===== config.mk =====
export PLATFORM = sky130hd
export DESIGN_NAME = button_debounce_press_classifier_unit
export DESIGN_NICKNAME = d
export VERILOG_FILES = /design/src/hdl/bdpc_pkg.sv /design/src/hdl/button_debounce_press_classifier_unit.sv
export SDC_FILE = /design/constraint.sdc
export NUM_CORES = 2
export LEC_CHECK = 0
export BUFFER_PORTS_ARGS = -buffer_cell sky130_fd_sc_hd__buf_2
export CORE_UTILIZATION = 40
export CTS_BUF_LIST = sky130_fd_sc_hd__clkbuf_2 sky130_fd_sc_hd__clkbuf_4 sky130_fd_sc_hd__clkbuf_8
export DETAILED_ROUTE_END_ITERATION = 6
export PLACE_DENSITY = 0.65
export RECOVER_POWER = 50
export SKIP_LAST_GASP = 1
export SLEW_MARGIN = 30
export SYNTH_ARGS = -nofsm -noshare
export SYNTH_HDL_FRONTEND = slang
export SYNTH_SLANG_ARGS = --single-unit

===== constraint.sdc =====
create_clock -name clk_i -period 13.9 [get_ports clk_i]
set_input_delay 0.695 -clock clk_i [delete_from_list [all_inputs] [get_ports clk_i]]
set_output_delay 0.695 -clock clk_i [all_outputs]
set_load 0.02 [all_outputs]

===== src/hdl/bdpc_pkg.sv =====
// shared types and codes of the button debounce and press classifier
package bdpc_pkg;

  // sequencer states
  typedef enum logic [1:0] {
    ST_IDLE,
    ST_SCAN,
    ST_FLUSH
  } state_e;

  // event kind codes
  typedef enum logic [1:0] {
    KIND_PRESS = 2'd0,
    KIND_SHORT = 2'd1,
    KIND_LONG  = 2'd2
  } kind_e;

  // configuration register indexes
  localparam logic [1:0] REG_ENABLE_MASK    = 2'd0;
  localparam logic [1:0] REG_SETTLE_TICKS   = 2'd1;
  localparam logic [1:0] REG_LONG_THRESHOLD = 2'd2;

  // register reset values
  localparam logic [31:0] ENABLE_RESET    = 32'h0000_0000;
  localparam logic [15:0] SETTLE_RESET    = 16'd5;
  localparam logic [15:0] THRESHOLD_RESET = 16'd1000;

endpackage


===== src/hdl/button_debounce_press_classifier_unit.sv =====
// Button debounce and press classifier: takes one pin-level word per 1 ms tick, walks the
// pins one per cycle through a shared subtractor, stalling while an event waits on an output
// word not yet taken, and emits debounced press and release events in ascending pin order,
// the final event of a tick flagged by last_event_o. A tick runs through accept, the serial
// pin walk and a flush state. pin_ready_o is high only between ticks. Configuration writes
// are taken at any cycle and are meant to happen while the block is idle.
module button_debounce_press_classifier_unit #(
  parameter int NUM_PINS   = 32,
  parameter int TIME_WIDTH = 16
) (
  input  logic        clk_i,
  input  logic        rst_ni,
  // configuration write channel
  input  logic        cfg_valid_i,
  output logic        cfg_ready_o,
  input  logic [1:0]  cfg_index_i,
  input  logic [31:0] cfg_data_i,
  // tick input channel
  input  logic        pin_valid_i,
  output logic        pin_ready_o,
  input  logic [31:0] pin_levels_i,
  // event output channel
  output logic        evt_valid_o,
  input  logic        evt_ready_i,
  output logic [4:0]  pin_index_o,
  output logic        stable_level_o,
  output logic [1:0]  press_kind_o,
  output logic [15:0] event_time_o,
  output logic        last_event_o
);

  localparam int PW = (NUM_PINS > 1) ? $clog2(NUM_PINS) : 1;
  localparam int UW = (TIME_WIDTH > 16) ? TIME_WIDTH : 16;
  localparam logic [PW-1:0] LAST_PIN = PW'(NUM_PINS - 1);

  // configuration registers
  logic [31:0] enable_q;
  logic [15:0] settle_q;
  logic [15:0] thresh_q;

  // per-pin and tick state
  bdpc_pkg::state_e state_q, state_d;
  logic [PW-1:0]         pin_q;
  logic [NUM_PINS-1:0]   levels_q;
  logic [NUM_PINS-1:0]   prev_q;
  logic [NUM_PINS-1:0]   prev2_q;
  logic [NUM_PINS-1:0]   act_q;
  logic [15:0]           cnt_q [NUM_PINS];
  logic [TIME_WIDTH-1:0] down_q [NUM_PINS];
  logic [TIME_WIDTH-1:0] time_q;

  // pending event, held until the next event or the end of the tick
  logic                  pend_valid_q;
  logic [4:0]            pend_pin_q;
  logic                  pend_level_q;
  bdpc_pkg::kind_e       pend_kind_q;

  // output word register
  logic                  out_valid_q;
  logic [4:0]            out_pin_q;
  logic                  out_level_q;
  bdpc_pkg::kind_e       out_kind_q;
  logic [15:0]           out_time_q;
  logic                  out_last_q;

  // current pin view
  logic [NUM_PINS-1:0] en_vec;
  logic                en, cur, p1, p2, act, cnt_small;
  logic [15:0]         cnt_cur;
  logic [TIME_WIDTH-1:0] down_cur;

  // shared subtractor
  logic [UW-1:0] sub_a, sub_b, sub_y;
  logic          sub_c;
  logic          is_long;

  // control
  logic    out_free;
  logic    ev;
  logic    step;
  logic    push_pend;
  logic    flush_push;
  logic    tick_done;
  logic [UW-1:0] time_ext;

  assign en_vec    = enable_q[NUM_PINS-1:0];
  assign en        = en_vec[pin_q];
  assign cur       = levels_q[pin_q];
  assign p1        = prev_q[pin_q];
  assign p2        = prev2_q[pin_q];
  assign act       = act_q[pin_q];
  assign cnt_cur   = cnt_q[pin_q];
  assign down_cur  = down_q[pin_q];
  assign cnt_small = (cnt_cur <= 16'd1);
  assign time_ext  = UW'(time_q);

  // shared unit: count decrement or held time, a - b - c
  always_comb begin
    if (cur != p1 || cnt_small == 1'b0) begin
      sub_a = UW'(cnt_cur);
      sub_b = UW'(1);
      sub_c = 1'b0;
    end else begin
      sub_a = time_ext;
      sub_b = UW'(down_cur);
      sub_c = (time_q < down_cur);
    end
  end
  assign sub_y   = sub_a - sub_b - UW'(sub_c);
  // held time wraps at the timestamp width
  assign is_long = (UW'(sub_y[TIME_WIDTH-1:0]) >= UW'(thresh_q));

  // event detect for the pin under the walk
  assign ev = en && (cur == p1) && act && cnt_small && (cur == p2);

  assign out_free   = !out_valid_q || evt_ready_i;
  assign step       = (state_q == bdpc_pkg::ST_SCAN) && !(ev && pend_valid_q && !out_free);
  assign push_pend  = step && ev && pend_valid_q;
  assign flush_push = (state_q == bdpc_pkg::ST_FLUSH) && pend_valid_q && out_free;
  assign tick_done  = (state_q == bdpc_pkg::ST_FLUSH) && (!pend_valid_q || out_free);

  // next state
  always_comb begin
    state_d = state_q;
    case (state_q)
      bdpc_pkg::ST_IDLE: begin
        if (pin_valid_i) state_d = bdpc_pkg::ST_SCAN;
      end
      bdpc_pkg::ST_SCAN: begin
        if (step && pin_q == LAST_PIN) state_d = bdpc_pkg::ST_FLUSH;
      end
      bdpc_pkg::ST_FLUSH: begin
        if (tick_done) state_d = bdpc_pkg::ST_IDLE;
      end
      default: state_d = bdpc_pkg::ST_IDLE;
    endcase
  end

  always_ff @(posedge clk_i or negedge rst_ni) begin
    if (!rst_ni) begin
      state_q <= bdpc_pkg::ST_IDLE;
    end else begin
      state_q <= state_d;
    end
  end

  // configuration writes
  always_ff @(posedge clk_i or negedge rst_ni) begin
    if (!rst_ni) begin
      enable_q <= bdpc_pkg::ENABLE_RESET;
      settle_q <= bdpc_pkg::SETTLE_RESET;
      thresh_q <= bdpc_pkg::THRESHOLD_RESET;
    end else if (cfg_valid_i) begin
      case (cfg_index_i)
        bdpc_pkg::REG_ENABLE_MASK:    enable_q <= cfg_data_i;
        bdpc_pkg::REG_SETTLE_TICKS:   settle_q <= cfg_data_i[15:0];
        bdpc_pkg::REG_LONG_THRESHOLD: thresh_q <= cfg_data_i[15:0];
        default: ;
      endcase
    end
  end

  // tick capture, pin walk counter, timestamp and level history
  always_ff @(posedge clk_i or negedge rst_ni) begin
    if (!rst_ni) begin
      pin_q   <= '0;
      prev_q  <= '1;
      prev2_q <= '1;
      time_q  <= '0;
    end else begin
      if (state_q == bdpc_pkg::ST_IDLE && pin_valid_i) begin
        pin_q <= '0;
      end else if (step && pin_q != LAST_PIN) begin
        pin_q <= pin_q + PW'(1);
      end
      if (tick_done) begin
        time_q  <= time_q + TIME_WIDTH'(1);
        prev2_q <= prev_q;
        prev_q  <= levels_q;
      end
    end
  end

  always_ff @(posedge clk_i) begin
    if (state_q == bdpc_pkg::ST_IDLE && pin_valid_i) begin
      levels_q <= pin_levels_i[NUM_PINS-1:0];
    end
  end

  // per-pin settle countdown and down time
  always_ff @(posedge clk_i or negedge rst_ni) begin
    if (!rst_ni) begin
      act_q <= '0;
      for (int i = 0; i < NUM_PINS; i++) begin
        cnt_q[i]  <= '0;
        down_q[i] <= '0;
      end
    end else if (step) begin
      if (!en) begin
        act_q[pin_q] <= 1'b0;
      end else if (cur != p1) begin
        act_q[pin_q] <= 1'b1;
        cnt_q[pin_q] <= settle_q;
      end else if (act) begin
        if (!cnt_small) begin
          cnt_q[pin_q] <= sub_y[15:0];
        end else if (cur != p2) begin
          cnt_q[pin_q] <= settle_q;
        end else begin
          act_q[pin_q] <= 1'b0;
          if (!cur) down_q[pin_q] <= time_q;
        end
      end
    end
  end

  // pending event valid and output word valid
  always_ff @(posedge clk_i or negedge rst_ni) begin
    if (!rst_ni) begin
      pend_valid_q <= 1'b0;
      out_valid_q  <= 1'b0;
    end else begin
      if (step && ev) begin
        pend_valid_q <= 1'b1;
      end else if (flush_push) begin
        pend_valid_q <= 1'b0;
      end
      if (push_pend || flush_push) begin
        out_valid_q <= 1'b1;
      end else if (evt_ready_i) begin
        out_valid_q <= 1'b0;
      end
    end
  end

  // event payloads
  always_ff @(posedge clk_i) begin
    if (step && ev) begin
      pend_pin_q   <= 5'(pin_q);
      pend_level_q <= cur;
      if (!cur) begin
        pend_kind_q <= bdpc_pkg::KIND_PRESS;
      end else if (is_long) begin
        pend_kind_q <= bdpc_pkg::KIND_LONG;
      end else begin
        pend_kind_q <= bdpc_pkg::KIND_SHORT;
      end
    end
    if (push_pend || flush_push) begin
      out_pin_q   <= pend_pin_q;
      out_level_q <= pend_level_q;
      out_kind_q  <= pend_kind_q;
      out_time_q  <= time_ext[15:0];
      out_last_q  <= flush_push;
    end
  end

  assign cfg_ready_o    = 1'b1;
  assign pin_ready_o    = (state_q == bdpc_pkg::ST_IDLE);
  assign evt_valid_o    = out_valid_q;
  assign pin_index_o    = out_pin_q;
  assign stable_level_o = out_level_q;
  assign press_kind_o   = out_kind_q;
  assign event_time_o   = out_time_q;
  assign last_event_o   = out_last_q;

endmodule


==> impl_metrics.csv <==
group,metric,value,unit
detailed_routing,vias,39100,
worst_setup_path,cp.required,14580,ps
status,violations,"max-capacitance violations, max-slew violations",
place,io_buffers,97,
power_and_ir_drop,power.density,231,nW/um2
clocking,clk_pin_slew,70,ps
global_route,grt_start_max_net_pins,176,
synth,avgSynthCellArea,12.7,um2
worst_setup_path,critPathCaptureType,"flip-flop",
final_layout,post-route-cell-area,66300,um2
place,dpl-instance-area,61300,um2
global_route,grt.overflow.total,0,
clocking,cts_buffers,193,
synth,yosys.area_share.simple,7.14,%
worst_setup_path,cp_slowest_cell,"dfrtp_1",
final_layout,multi_input_area,24900,um2
synth,ys_warn_count,0,
global_route,track_usage,23.2,%
synth,synthXorXnorAreaFrac,0.518,%
synth,yosys-top-cells-area,"dfrtp_1, mux2_2, mux4_2",
sta,slew_headroom,-362,%
detailed_routing,avgViaCountPerCell,5.76,
floorplanning,die_x,386,um
detailed_routing,drt_first_pass_iters,7,
final_layout,nFillCells,13100,
sta,finalSetupTns,0,ps
clocking,htree_levels,4,
sta,min_period_over_period,79.0,%
synth,synthAdderAreaFrac,1.41,%
final_layout,nets,4840,
worst_hold_path,hold_class,"in -> reg",
sta,fmax,91.0,MHz
job,drv_cap,28,
sta,clock_skew,48.6,ps
final_layout,regArea,32300,um2
synth,synthTopCellsByCount,"dfrtp_1, mux2_2, nor2_1, a21oi_1, mux2i_1",
synth,yosys_register_bits,1274,
sta,rsz0062_at_grt,"false",
detailed_routing,drtAntennaViolNets,0,
place,dp_hpwl,105,mm
floorplanning,rows,140,
floorplanning,die_area,149000,um2
floorplanning,initial_core_util,40.4,%
final_layout,synthToLayoutAreaGrowth,12.5,%
worst_setup_path,slowest_delay,2030,ps
worst_setup_path,arrival,11660,ps
global_route,grt_pass1_vias,39200,
synth,synth.area.mux_share,24.5,%
detailed_routing,drc,0,
worst_setup_path,cp_max_fo,84,
sta,drv_slew,1313,
synth,yosys.area.top_type,"dfrtp_1",
floorplanning,die_h,386,um
synth,synth_ff_type,"dfrtp_1",
synth,synth-compound-area-share,7.82,%
clocking,cts_tree,"done",
clocking,root_buffer,"clkbuf_8",
synth,synth.top_cell.area_share,48.3,%
place,place.gp.congestion,0.918,
floorplanning,core,146000,um2
clocking,cts_resized,0,
clocking,clock_path_buffers,3,
clocking,clock_sinks,1274,
synth,synth_area,58900,um2
synth,yosysMostFrequentCell,"dfrtp_1",
synth,synth_cells,4644,
sta,tightestPinTransition,6930,ps
sta,fin_crit,10990,ps
synth,synth_fp_nets,4780,
sta,setup_viol,0,
clocking,clkLatencyLatePin,930,ps
detailed_routing,routed_wl,172,mm
sta,hold_violations,0,
synth,synthDistinctLibCells,76,
detailed_routing,drtIter0Drc,3556,
worst_setup_path,startpoint_type,"flip-flop",
detailed_routing,wire_per_inst,25.3,um
power_and_ir_drop,ir_drop,414,uV
synth,async_reset_ff_share,94.9,%
worst_setup_path,path_class,"reg -> reg",
final_layout,drive_gt1_share,30.3,%
floorplanning,io_pins,99,
global_route,antenna_found_initial,2,
status,outcome,"complete, but fails checks",
synth,synth_edf_count,65,
power_and_ir_drop,p_leak,28.7,nW
synth,synth_top_family_by_area,"multiplexers",
synth,yosysSeqAreaShare,54.8,%
global_route,grt_first_pass_wirelength,258,mm
worst_setup_path,r2r_setup_slack,2910,ps
clocking,postCtsSetupBuffers,0,
-- power breakdown --
group | internal, mW | switching [mW] | total [mW]
combinational | 2.43 | 4.71 | 7.14
sequential | 4.32 | 0.384 | 4.70
clock | 1.93 | 1.52 | 3.44
-- worst max-delay path: cells and delay by family, from the launching register on --
family | cells | cell delay [ps]
simple gates | 8 | 2710
compound gates | 12 | 2230
mux | 1 | 290
flops | 1 | 2030
buf+inv | 4 | 1770
xor+xnor | 1 | 250
fa+ha+maj | 3 | 1270
-- registers in the layout, summed over array words and instances, names as in the netlist, 5 cells and up, named ones only --
name          count
prev2_q          32
pin_index_o       5
levels_q         32
thresh_q         16
en_vec           32
pend_pin_q        5
down_q          512
time_ext         16
pin_q             5
cnt_q           512
event_time_o     16
prev_q           32
settle_q         16
-- final timing paths --
| check | from | endpoint | cells after the start |
|---|---|---|---|
| setup / recovery | pin_q[1] | pend_kind_q[1] | 29 |
| hold / removal | cfg_data_i[15] | en_vec[15] | 2 |
| setup reg to reg | pin_q[1] | pend_kind_q[1] | 29 |
| hold reg to reg | pend_pin_q[3] | pin_index_o[3] | 0 |
| max in group asynchronous | rst_ni | down_q[298] | 5 |
| min in group asynchronous | rst_ni | cnt_q[70] | 2 |
-- layer usage --
layer / wire (um) / vias to the layer above / track usage [%]
met5: 0 / - / 0
met1: 72900 / 20400 / 31.8
met2: 80600 / 1438 / 36.7
met4: 6010 / 0 / 8.49
li1: - / 16900 / -
met3: 12200 / 360 / 4.39
-- metrics by stage --
| step | total power, mW | hold WS, ps | std cells | util, % | setup WS, ps |
|---|---|---|---|---|---|
| CTS | 15.1 | 1.60 | 6768 | 45.4 | 4220 |
| finish | 15.3 | 66.0 | 6783 | 45.4 | 2910 |
| global placement | 11.3 | 406 | 6354 | 41.9 | 4430 |
| detailed placement | 11.7 | 406 | 6363 | 42.0 | 4240 |
| global route | 16.0 | 45.0 | 6781 | 45.4 | 1870 |
| floorplan | 9.10 | 399 | 4644 | - | 5510 |
-- cells in the final DEF (no fill, tap or decap), types with 17 or more instances in the layout --
cell type,instances
nor4_1,34
a221oi_1,17
nand3_1,49
and3_1,21
a22oi_1,42
ha_1,63
nor2_1,417
o21ai_1,25
buf_2,66
o21ai_0,112
mux2_2,617
nor2_4,32
inv_1,58
clkbuf_4,55
mux4_2,154
nand2_1,176
xnor2_1,20
clkbuf_8,260
clkbuf_1,57
dlygate4sd3_1,52
mux2i_1,287
o22ai_1,141
nor4_4,23
a21oi_1,364
a31oi_1,34
mux2_1,87
dfrtp_1,1137
edfxtp_1,65
buf_4,70
dfstp_2,72
-- cell families after synthesis --
logic type | after synthesis
AO/OA/AOI/OAI | 795
XOR/XNOR | 34
adder cells (fa/ha/maj) | 65
buffers and inverters | 464
flip-flops | 1274
multiplexers | 1160
other | 1
AND/OR/NAND/NOR | 851
-- repair_timing --
item,in CTS,in global routing
setup endpoints to repair,0,0
hold endpoints to repair,169,0
hold buffers,52,0
-- layout make-up --
class / instances / share of cell area (%)
repair buffers: 271 / 3.14
inverters: 58 / 0.329
flip-flops and latches: 1274 / 48.7
clock buffers: 315 / 6.02
well taps: 1917 / 3.62
multi-input cells: 2906 / 37.6
clock inverters: 38 / 0.568
diodes: 4 / 0.0151
Note: power is estimated with default switching activity, not from simulation.
